File: config.mk
export PLATFORM = sky130hd
export DESIGN_NAME = oks_cell
export DESIGN_NICKNAME = d
export VERILOG_FILES = /design/src/hw/rtl/oks_pkg.sv /design/src/hw/rtl/oks_cell.sv
export SDC_FILE = /design/constraint.sdc
export NUM_CORES = 1
export LEC_CHECK = 0
export ABC_AREA = 1
export BUFFER_PORTS_ARGS = -buffer_cell sky130_fd_sc_hd__buf_2
export CAP_MARGIN = 20
export CORE_MARGIN = 4
export CORE_UTILIZATION = 50
export CTS_CLUSTER_SIZE = 40
export DETAILED_ROUTE_END_ITERATION = 6
export MAX_ROUTING_LAYER = met4
export PLACE_DENSITY = 0.87
export SLEW_MARGIN = 20
export SYNTH_ARGS = -nofsm -noshare
export SYNTH_HDL_FRONTEND = slang
export SYNTH_SLANG_ARGS = --single-unit
export TNS_END_PERCENT = 1
File: constraint.sdc
create_clock -name clk -period 3.9 [get_ports clk]
set_input_delay 1.17 -clock clk [delete_from_list [all_inputs] [get_ports clk]]
set_output_delay 1.17 -clock clk [all_outputs]
set_load 0.03 [all_outputs]
File: src/hw/rtl/oks_pkg.sv
// ----------------------------------------------------------------------------
// Ordered key set package
// Shared widths, operation codes, state encoding and cell control type.
// ----------------------------------------------------------------------------
package oks_pkg;

    localparam int KEY_W            = 32;
    localparam int KIND_W           = 3;
    localparam int DEFAULT_CAPACITY = 64;
    localparam int IN_DATA_W        = 32;
    localparam int OUT_DATA_W       = 40;

    localparam logic [KIND_W-1:0] KIND_INSERT = 3'd0;
    localparam logic [KIND_W-1:0] KIND_DELETE = 3'd1;
    localparam logic [KIND_W-1:0] KIND_EXISTS = 3'd2;
    localparam logic [KIND_W-1:0] KIND_NEXT   = 3'd3;
    localparam logic [KIND_W-1:0] KIND_PREV   = 3'd4;

    typedef enum logic [2:0] {
        ST_IDLE = 3'b001,
        ST_CMP  = 3'b010,
        ST_UPD  = 3'b100
    } state_t;

    typedef struct packed {
        logic cmp_en;
        logic shift_ins;
        logic shift_del;
    } cell_ctrl_t;

endpackage

File: src/hw/rtl/oks_cell.sv
// ----------------------------------------------------------------------------
// Ordered key set cell
// Holds one key of the sorted row, compares it against the request key and
// shifts toward or away from its neighbors on insert and delete.
// ----------------------------------------------------------------------------
module oks_cell
    import oks_pkg::*;
(
    input  logic                    clk,
    input  cell_ctrl_t              ctrl,
    input  logic                    occ,
    input  logic signed [KEY_W-1:0] req_key,
    input  logic signed [KEY_W-1:0] left_key,
    input  logic signed [KEY_W-1:0] right_key,
    input  logic                    left_lt,
    output logic signed [KEY_W-1:0] key_reg,
    output logic                    lt_reg,
    output logic                    eq_reg,
    output logic                    gt_reg
);

    logic signed [KEY_W-1:0] key_next;
    logic                    lt_next;
    logic                    eq_next;
    logic                    gt_next;

    always_comb
    begin
        lt_next = occ && (key_reg < req_key);
        eq_next = occ && (key_reg == req_key);
        gt_next = occ && (key_reg > req_key);
        key_next = key_reg;
        if (ctrl.shift_ins && !lt_reg)
        begin
            key_next = left_lt ? req_key : left_key;
        end
        else if (ctrl.shift_del && !lt_reg)
        begin
            key_next = right_key;
        end
    end

    always_ff @(posedge clk)
    begin
        key_reg <= key_next;
        if (ctrl.cmp_en)
        begin
            lt_reg <= lt_next;
            eq_reg <= eq_next;
            gt_reg <= gt_next;
        end
    end

endmodule

Word level (Yosys, flattened, before mapping) --
Cells that the tools add are included.
Storage, ports and cells: register bits after elaboration 35, bits in latches 0, memory bits (writable) 0, memory bits (read-only) 0, input bits 102, output and inout port bits 35, word-level logic and storage cells 17, memories 0
Operators by class: $add $sub $neg 0, multipliers 0, divide/modulo/power cells 0, order comparisons 2, equal/unequal tests 1, shifts and indexed selects 0, mux-type cells 3, bitwise logic cells 0, reduce and logical (&&, ||, !) cells 7
Operator list (count):
- $mux W32 | 3
- $eq A32 B32 Y1 | 1
- $gt A32 B32 Y1 | 1
- $lt A32 B32 Y1 | 1
- $logic_and A1 B1 Y1 | 5
- $reduce_bool A2 Y1 | 1
- $logic_not A1 Y1 | 1

Depth between registers and ports, before layout --
Gate-level depths: netlist of the first run.
word-level depth 4, gate-level depth with buffers 16

Least setup slack after synthesis of the first run --
Ideal clock, no wire load.
path type input port to flip-flop, from in ctrl[1] (netlist name), to reg key_reg[0] (enable), arrival time 2.568 ns, data required time 3.478 ns, slack 0.910 ns, cell stages on the path 2, path buffers 0, path through nor2_1 nor2_1
Between the ends: word-level cells in the longest chain between the ends 2
RTL lines:
- start, declared | line oks_cell.sv:10 | input cell_ctrl_t ctrl,
- $logic_and A1 B1 Y1 | line oks_cell.sv:33 | if (ctrl.shift_ins && !lt_reg)
- $reduce_bool A2 Y1 (no source line)
- end signal, assigned | line oks_cell.sv:45 | key_reg <= key_next;
- end, declared | line oks_cell.sv:16 | output logic signed [KEY_W-1:0] key_reg,
No other way between the ends. A chain may end at the register's enable or synchronous reset.

Final worst setup path of the first run --
from in req_key[31], to reg gt_reg (data pin)
Between the ends: word-level cells in the longest chain between the ends 2
RTL lines:
- start, declared | line oks_cell.sv:12 | input logic signed [KEY_W-1:0] req_key,
- $gt A32 B32 Y1 | line oks_cell.sv:31 | gt_next = occ && (key_reg > req_key);
- $logic_and A1 B1 Y1 | line oks_cell.sv:31
- net gt_next | line oks_cell.sv:25 | logic gt_next;
- end signal, assigned | line oks_cell.sv:50 | gt_reg <= gt_next;
- end, declared | line oks_cell.sv:19 | output logic gt_reg
The timed path passes the listed nets, and every way through them passes these cells.

==> flow_metrics.tcl, run 1 <==
set metrics [dict create \
    status "finished clean" \
    grt_max_degree 65 \
    power_uw 1140 \
    vias 2765 \
    avgSynthCellArea_um2 7.81 \
    cellPowerDensity_nw_per_um2 331 \
    crit_type "input port to register" \
    first_global_vias 2614 \
    required_ps 3940 \
    synth_top_area_frac 0.398 \
    place_inst 533 \
    diodes 0 \
    numCtsBuffers 5 \
    final_common_cell "buf_2" \
    grt_pass1_wl_um 11200 \
    synth_xor_area_frac 0 \
    drv_slew 0 \
    cp_max_fo 5 \
    reg2reg_setup_slack_ps 2080 \
    skew_ps 4.43 \
    grt_usage 0.224 \
    insertion_delay_ps 280 \
    place.gp.congestion 0.829 \
    seq_area_frac_synth 0.398 \
    whs_path_depth 4 \
    max_stage_delay_ps 350 \
    cts_root_buffer "clkbuf_8" \
    r2r_start "key_reg[31]" \
    yosysWarnings 0 \
    synth_top_family_by_area "simple AND/OR/NAND/NOR gates" \
    synthSimpleGateAreaFrac 0.252 \
    p_int_uw 737 \
    synth_fa_ha_area_frac 0.152 \
    cts_setup_buffers 0 \
    final_nets 604 \
    reg2regPathDepth 10 \
    io_pins 137 \
    syn_area_um2 2640 \
    via_per_inst 5.12 \
    overflow 0 \
    slew_headroom 0.370 \
    arrival_ps 2480 \
    cp_slowest_cell "ha_1" \
    power_leakage_uw 0.00183 \
    sw_frac_of_total 0.355 \
    dp_hpwl_um 5770 \
    wl_per_cell_um 13.5 \
    synth-seq-cells 35 \
    final-seq-area_um2 1050 \
    drv_cap 0 \
    syn_to_final_growth_pct 30.7 \
    clk_pin_slew_worst_paths_ps 70 \
    multi_input_area_um2 1370 \
    drive_gt1_frac 0.340 \
    dieArea_um2 6510 \
    cts_hold_buf 0 \
    routed_wl_um 7290 \
    fmax_ghz 0.410 \
    hold_viol 0 \
    largest_register_ffs 32 \
    cts.sinks 35 \
    p_sw_uw 406 \
    setup_tns_ps 0 \
    tightest_slew_ps 942 \
    start_util 0.517 \
    antenna_found_initial 0 \
    cp_cell_sequence "buf_2 -> inv_1 -> ha_1 -> nand2_1 -> nor2_2 -> nand2_2 -> nor2_4 -> nand2_2 -> nand2_2 -> nand2_1 -> nand2_1 -> nor2_2" \
    netlist_top_cells_area "edfxtp_1, ha_1, nand2_1, a31oi_1, nor2_1" \
    synthMuxAreaShare 0 \
    p_clk_frac 0.214 \
    setup_viol 0 \
    syn_inst 338 \
    vdd_ir_drop_max_mv 0.205 \
    hp-class "register to register" \
    crit_path_start "req_key[31]" \
    crit_path_start_kind "input port" \
    core-area_um2 5110 \
    die_y_um 80.7 \
    layout_common_cells "buf_2, nand2_1, nor2_1, inv_1, edfxtp_1" \
    cts_max_path_buffers 2 \
    antenna_left 0 \
    finalCritPeriodShare 0.625 \
    rsz0062_at_grt "false" \
    regToRegEndpoint "gt_reg" \
    drt_iter0_drc 149 \
    cts-htree-levels 2 \
    drc 0 \
    synth_top_area_cell "edfxtp_1" \
    instances_no_fill 540 \
    fp-row-count 26 \
    finish.utilization 0.676 \
    cp-end-kind "register" \
    syn_nets 472 \
    synth-compound-area-share 0.113 \
    period_minus_slack_ps 2440 \
    pwr-share-comb 0.355 \
    die_x_um 80.7 \
    fill_cells 443 \
    port_buffers 136 \
    cts_resized 0 \
    yosysUniqueCellTypes 19 \
    drtPass1Iterations 5 \
    cp-endpoint "gt_reg" \
    p_seq_frac 0.431 \
    cts_tree "done" \
]
cells in the mapped netlist (all sizes together):
library cell and count:
inv 45, buf 7, edfxtp 35, a21o 1, a21oi 12, o21ai 2, nand2 108, nor2 51
ha 32, a31oi 32, o21a 1, nand4 2, nand3 4, clkbuf 6
through the flow:
stage / instance area [µm²] / setup slack (ps) / hold WS [ps]
6_report: 3450 / 1460 / 901
5_1_grt: 3450 / 1320 / 972
4_1_cts: 3450 / 1480 / 907
3_5_place_dp: 3370 / 1190 / 896
3_3_place_gp: 3370 / 1270 / 871
2_1_floorplan: 2640 / 910 / 943
how the worst min path moves through the flow:
stage / slack, ps / from / end
global placement: 870 / key_reg[31] / lt_reg
detailed placement: 900 / key_reg[31] / lt_reg
floorplan: 940 / lt_reg / key_reg[0]
CTS: 910 / key_reg[31] / lt_reg
global route: 970 / lt_reg / key_reg[28]
finish: 900 / key_reg[31] / lt_reg
critical path, delay by kind of cell:
family                     cells  cell delay, ps
adders and majority gates      1             350
and+or+nand+nor                9             810
buffers and inverters          2             150
cell families after synthesis:
| logic type | Yosys count |
|---|---|
| AND/OR/NAND/NOR | 165 |
| flip-flops | 35 |
| adder cells (fa/ha/maj) | 32 |
| buffers and inverters | 58 |
| AO/OA/AOI/OAI | 48 |
metal layers:
layer / GRT usage / part of all wire / vias up / wire [µm]
met5: - / 0 / - / 0
met4: 0.0709 / 0.024 / 0 / 176
met3: 0.0426 / 0.063 / 18 / 457
met2: 0.407 / 0.52 / 106 / 3810
met1: 0.246 / 0.39 / 1262 / 2850
li1: - / - / 1379 / -
final cells by class:
| type | instances | area share |
|---|---|---|
| flip-flops and latches | 35 | 0.305 |
| clock buffers | 5 | 0.0199 |
| clock inverters | 2 | 0.00254 |
| well taps | 70 | 0.0254 |
| multi-input cells | 245 | 0.397 |
| repair buffers | 138 | 0.202 |
| inverters | 45 | 0.0489 |
power groups by stage:
stage / Combinational, µW / Clock [µW] / Sequential (µW)
floorplan: 187 / 0 / 578
global placement: 390 / 0 / 499
detailed placement: 405 / 0 / 502
CTS: 407 / 252 / 493
global route: 451 / 268 / 497
finish: 406 / 245 / 493
No activity file was read; power rests on OpenSTA's default activity.
==> run 2: changes to the inputs <==
--- a/config.mk
+++ b/config.mk
@@ -9,11 +9,11 @@
 export BUFFER_PORTS_ARGS = -buffer_cell sky130_fd_sc_hd__buf_2
 export CAP_MARGIN = 20
 export CORE_MARGIN = 4
-export CORE_UTILIZATION = 50
+export CORE_UTILIZATION = 46
 export CTS_CLUSTER_SIZE = 40
 export DETAILED_ROUTE_END_ITERATION = 6
 export MAX_ROUTING_LAYER = met4
-export PLACE_DENSITY = 0.87
+export PLACE_DENSITY = 0.81
 export SLEW_MARGIN = 20
 export SYNTH_ARGS = -nofsm -noshare
 export SYNTH_HDL_FRONTEND = slang
==> constraint.sdc (replaced) <==
create_clock -name clk -period 2.5 [get_ports clk]
set_input_delay 0.75 -clock clk [delete_from_list [all_inputs] [get_ports clk]]
set_output_delay 0.75 -clock clk [all_outputs]
set_load 0.03 [all_outputs]
==> run 2 against run 1 <==
Critical path depth stayed put. Cell area up 0.36%. Via count shrank 4.6%.
==> flow_metrics.tcl, run 2 (synthesized netlist as in run 1, its figures left out) <==
set metrics [dict create \
    largest_register_ffs 32 \
    wl_per_cell_um 12.8 \
    cp_max_fo 5 \
    grt_usage 0.198 \
    routed_wl_um 6950 \
    grt_max_degree 33 \
    cp-end-kind "register" \
    final_common_cell "buf_2" \
    crit_type "input port to register" \
    insertion_delay_ps 280 \
    drive_gt1_frac 0.342 \
    first_global_vias 2564 \
    drt_iter0_drc 132 \
    whs_ps 721 \
    power_leakage_uw 0.00184 \
    hold_viol 0 \
    drv_slew 0 \
    cellPowerDensity_nw_per_um2 510 \
    cts_setup_buffers 0 \
    final_nets 606 \
    cp_slowest_cell "ha_1" \
    crit_buf_inv 2 \
    dp_hpwl_um 5600 \
    diodes 0 \
    cts_max_path_buffers 2 \
    cts-htree-levels 2 \
    required_ps 2540 \
    vias 2639 \
    arrival_ps 2040 \
    hp-class "input port to register" \
    setup_tns_ps 0 \
    period_minus_slack_ps 2000 \
    clk_pin_slew_worst_paths_ps 60 \
    max_stage_delay_ps 360 \
    cts_resized 0 \
    finalCritPeriodShare 0.800 \
    vdd_ir_drop_max_mv 0.291 \
    antenna_found_initial 0 \
    via_per_inst 4.86 \
    dieArea_um2 7010 \
    place_inst 537 \
    skew_ps 1.85 \
    port_buffers 136 \
    fp-row-count 27 \
    die_x_um 83.8 \
    cts_root_buffer "clkbuf_8" \
    overflow 0 \
    cts.sinks 35 \
    antenna_left 0 \
    io_pins 137 \
    layout_common_cells "buf_2, nand2_1, nor2_1, inv_1, edfxtp_1" \
    place.gp.congestion 0.854 \
    setup_viol 0 \
    die_y_um 83.8 \
    reg2reg_setup_slack_ps 720 \
    syn_to_final_growth_pct 31.2 \
    instances_no_fill 543 \
    status "finished clean" \
    grt_pass1_wl_um 11200 \
    drtPass1Iterations 4 \
    fmax_ghz 0.500 \
    crit_path_start_kind "input port" \
    cts_hold_buf 0 \
    core-area_um2 5540 \
    finish.utilization 0.625 \
    cts_tree "done" \
    rsz0062_at_grt "false" \
    tightest_slew_ps 561 \
    cp_cell_sequence "buf_2 -> inv_1 -> ha_1 -> nand2_1 -> nor2_2 -> nand2_2 -> nor2_4 -> nand2_2 -> nand2_2 -> nand2_1 -> nand2_1 -> nor2_2" \
    slew_headroom 0.625 \
    cp_top_family "simple AND/OR/NAND/NOR gates" \
    start_util 0.477 \
    numCtsBuffers 5 \
    drc 0 \
    drv_cap 0 \
]
-- run 2: changes by cell type in the layout (fill, tap and decap cells not counted), sizes merged --
| cell | delta |
|---|---|
| buf | +2 |
| clkinv | -2 |
| clkbuf | +1 |
-- run 2: routing by layer --
layer  wire, µm  track usage
met1       2930        0.233
met2       3570        0.351
met3        339       0.0296
met4        106       0.0570
met5          0            -
-- run 2: final timing paths --
check,startpoint,endpoint,cells after the start
setup reg to reg,key_reg[31],gt_reg,10
hold / removal,ctrl[2],lt_reg,1
setup / recovery,req_key[31],gt_reg,12
hold reg to reg,key_reg[31],lt_reg,4
-- run 2: stage by stage --
step                      cell area (µm²)  total power (µW)  setup WS (ps)
final                                3460              1770            500
after global routing                 3460              1890            397
after floorplan                      2640              1190            477
after CTS                            3460              1780            518
after global placement               3390              1390            281
after detailed placement             3390              1410            239
-- run 2: final cells by class --
class                   count  area [µm²]
multi-input cells         245        1370
clock buffers               6        72.6
well taps                  72        90.1
flip-flops and latches     35        1050
fillers                   526        2080
repair buffers            140         711
inverters                  45         169
-- run 2: worst reg2reg max path, delay by kind of cell, from the launching register on --
| kind | cells | cell delay, ps |
|---|---|---|
| adder cells (fa/ha/maj) | 1 | 390 |
| flip-flops | 1 | 380 |
| AND/OR/NAND/NOR | 9 | 790 |
-- run 2: power breakdown --
part	switching [µW]	total (µW)	internal, µW
Combinational	399	631	232
Clock	183	369	186
Sequential	34.3	768	734
Total	616	1770	1150
==> run 3: changes to the inputs <==
--- a/config.mk
+++ b/config.mk
@@ -5,15 +5,15 @@
 export SDC_FILE = /design/constraint.sdc
 export NUM_CORES = 1
 export LEC_CHECK = 0
-export ABC_AREA = 1
+export ABC_AREA = 0
 export BUFFER_PORTS_ARGS = -buffer_cell sky130_fd_sc_hd__buf_2
 export CAP_MARGIN = 20
 export CORE_MARGIN = 4
-export CORE_UTILIZATION = 46
+export CORE_UTILIZATION = 41
 export CTS_CLUSTER_SIZE = 40
 export DETAILED_ROUTE_END_ITERATION = 6
 export MAX_ROUTING_LAYER = met4
-export PLACE_DENSITY = 0.81
+export PLACE_DENSITY = 0.77
 export SLEW_MARGIN = 20
 export SYNTH_ARGS = -nofsm -noshare
 export SYNTH_HDL_FRONTEND = slang
==> constraint.sdc (replaced) <==
create_clock -name clk -period 1.6 [get_ports clk]
set_input_delay 0.48 -clock clk [delete_from_list [all_inputs] [get_ports clk]]
set_output_delay 0.48 -clock clk [all_outputs]
set_load 0.03 [all_outputs]
==> run 3 against run 2 <==
The flow now finishes with violations (setup timing). Sequential cell count unchanged. Via count decreased by 6.6%. Non-clock buffer count grew 27. First-iteration DRC count is 52% lower. Total power up 65%. Clock power up 69%. Synthesized cell count shrank 22%. Core utilization increased by 0.23 points. Cell area increased by 8.5%. Global-route usage down 1.5 points. Synthesized area decreased by 2.8%. Worst hold slack worse by 280 ps. Critical path type is now register to register. Largest power group unchanged. Highest routed layer unchanged.
==> flow_metrics.tcl, run 3 <==
set metrics [dict create \
    status "finished, violations left" \
    failed_checks "setup timing" \
    crit_type "register to register" \
    vias 2466 \
    synthSimpleGateAreaFrac 0.107 \
    layout_common_cells "buf_2, nand2_1, edfxtp_1, inv_1, o21ai_0" \
    cp-end-kind "register" \
    crit_path_start_kind "register" \
    cp_slowest_cell "edfxtp_1" \
    final_common_cell "buf_2" \
    syn_nets 397 \
    clk_pin_slew_worst_paths_ps 70 \
    slew_headroom 0.782 \
    drc 0 \
    drive_gt1_frac 0.436 \
    synth_top_area_cell "edfxtp_1" \
    synth-compound-area-share 0.135 \
    io_pins 137 \
    antenna_found_initial 0 \
    grt_max_degree 35 \
    cts.sinks 35 \
    die_y_um 87.1 \
    setup_tns_ps -1130 \
    dp_hpwl_um 5760 \
    place.gp.congestion 0.791 \
    overflow 0 \
    crit_buf_inv 0 \
    seq_area_frac_synth 0.410 \
    rsz0062_at_grt "true" \
    arrival_ps 2180 \
    grt_usage 0.184 \
    setup_viol 3 \
    largest_register_ffs 32 \
    tightest_slew_ps 326 \
    dieArea_um2 7590 \
    wl_per_cell_um 13.9 \
    port_buffers 136 \
    antenna_left 0 \
    drv_slew 0 \
    synth_xor_area_frac 0 \
    core-area_um2 5990 \
    power_leakage_uw 0.00197 \
    fmax_ghz 0.465 \
    fp-row-count 28 \
    cp_num_cells 7 \
    drtPass1Iterations 4 \
    cts_hold_buf 0 \
    reg2regPathDepth 7 \
    cp_max_fo 3 \
    numCtsBuffers 5 \
    synth_flop_cell "edfxtp_1" \
    cts-htree-levels 2 \
    max_stage_delay_ps 400 \
    die_x_um 87.1 \
    drv_cap 0 \
    first_global_vias 2557 \
    syn_area_um2 2560 \
    yosysMostFrequentCell "nand2_1" \
    synth_top_area_frac 0.410 \
    netlist_top_cells_count "nand2_1, edfxtp_1, inv_1, o21ai_0" \
    period_minus_slack_ps 2150 \
    syn_to_final_growth_pct 46.5 \
    synth_top_family_by_area "adder cells" \
    start_util 0.428 \
    finalCritPeriodShare 1.34 \
    cts_root_buffer "clkbuf_8" \
    cts_max_path_buffers 2 \
    synthMuxAreaShare 0.125 \
    yosysUniqueCellTypes 28 \
    hold_viol 0 \
    yosysWarnings 0 \
    skew_ps 9.19 \
    drt_iter0_drc 63 \
    cp_cell_sequence "ha_1 -> nand4_1 -> nor2_1 -> a221o_1 -> o31ai_4 -> nand4b_1 -> and4b_1" \
    cts_tree "done" \
    required_ps 1630 \
    avgSynthCellArea_um2 9.75 \
    routed_wl_um 6990 \
    final_nets 560 \
    layout_setup_ws_ps -549 \
    cellPowerDensity_nw_per_um2 774 \
    cp_top_family "simple AND/OR/NAND/NOR gates" \
    grt_pass1_wl_um 10800 \
    insertion_delay_ps 280 \
    whs_path_depth 1 \
    finish.utilization 0.627 \
    syn_inst 263 \
    synthArstFlopShare 0 \
    via_per_inst 4.91 \
    reg2reg_setup_slack_ps -550 \
    vdd_ir_drop_max_mv 0.403 \
    synth-seq-cells 35 \
    diodes 0 \
    synth_fa_ha_area_frac 0.156 \
    synth_edf_count 35 \
    hp-class "input port to register" \
    netlist_top_cells_area "edfxtp_1, ha_1, mux2i_1, o21ai_0, nand2_1" \
]
[run 3: repair_timing]
item,CTS,global route
gates resized for setup,3,7
pin swaps,4,2
buffers inserted,1,1
endpoints found under the hold margin,0,0
endpoints found under the setup margin,3,3
[run 3: final timing paths]
kind,from,to
worst max-delay path,key_reg[12],gt_reg
worst min-delay path,ctrl[2],gt_reg
worst max register to register,key_reg[12],gt_reg
worst min register to register,lt_reg,key_reg[6]
[run 3: through the flow]
stage | hold slack, ps | power (µW) | worst slack (ps) | std cells | cell area, µm²
after detailed placement | 729 | 2270 | -726 | 492 | 3590
after floorplan | 592 | 1810 | -562 | 263 | 2590
final | 443 | 2910 | -549 | 502 | 3760
after global placement | 720 | 2230 | -711 | 492 | 3590
after CTS | 435 | 2910 | -536 | 501 | 3700
after global routing | 435 | 3100 | -679 | 502 | 3760
[run 3: kinds of logic (layout without fill, tap and decap cells)]
kind of cell / count (synthesis) / after routing
DFF: 35 / 35
muxes: 32 / 32
AOI/OAI and AO/OA: 60 / 60
buffers and inverters: 45 / 209
adders and majority gates: 32 / 32
and+or+nand+nor: 59 / 59
[run 3: routing by layer]
metal / up-vias / global-route usage / routed length [µm]
met5: - / - / 0
met4: 0 / 0.0544 / 82
met3: 8 / 0.0274 / 385
met2: 71 / 0.344 / 3780
met1: 1121 / 0.199 / 2740
li1: 1266 / - / -
[run 3: worst register-to-register path, cell delays in order (launching register included)]
cell      delay [ps]
edfxtp_1         400
ha_1             300
nand4_1          210
nor2_1            70
a221o_1          370
o31ai_4          210
nand4b_1         140
and4b_1          200
[run 3: cell type report]
| cell class | count | area, µm² |
|---|---|---|
| clock buffer | 7 | 76.3 |
| clock inverter | 1 | 5.00 |
| sequential | 35 | 1050 |
| multi-input combinational | 183 | 1440 |
| tap | 75 | 93.8 |
| fill | 521 | 2230 |
| timing repair buffer | 167 | 970 |
| inverter | 34 | 128 |
[run 3: power by group]
part / leakage (µW) / switching (µW) / internal [µW]
Combinational: 0.00158 / 608 / 472
Sequential: 0.000345 / 59.5 / 1150
Clock: 0.0000422 / 318 / 306
Total: 0.00197 / 986 / 1920
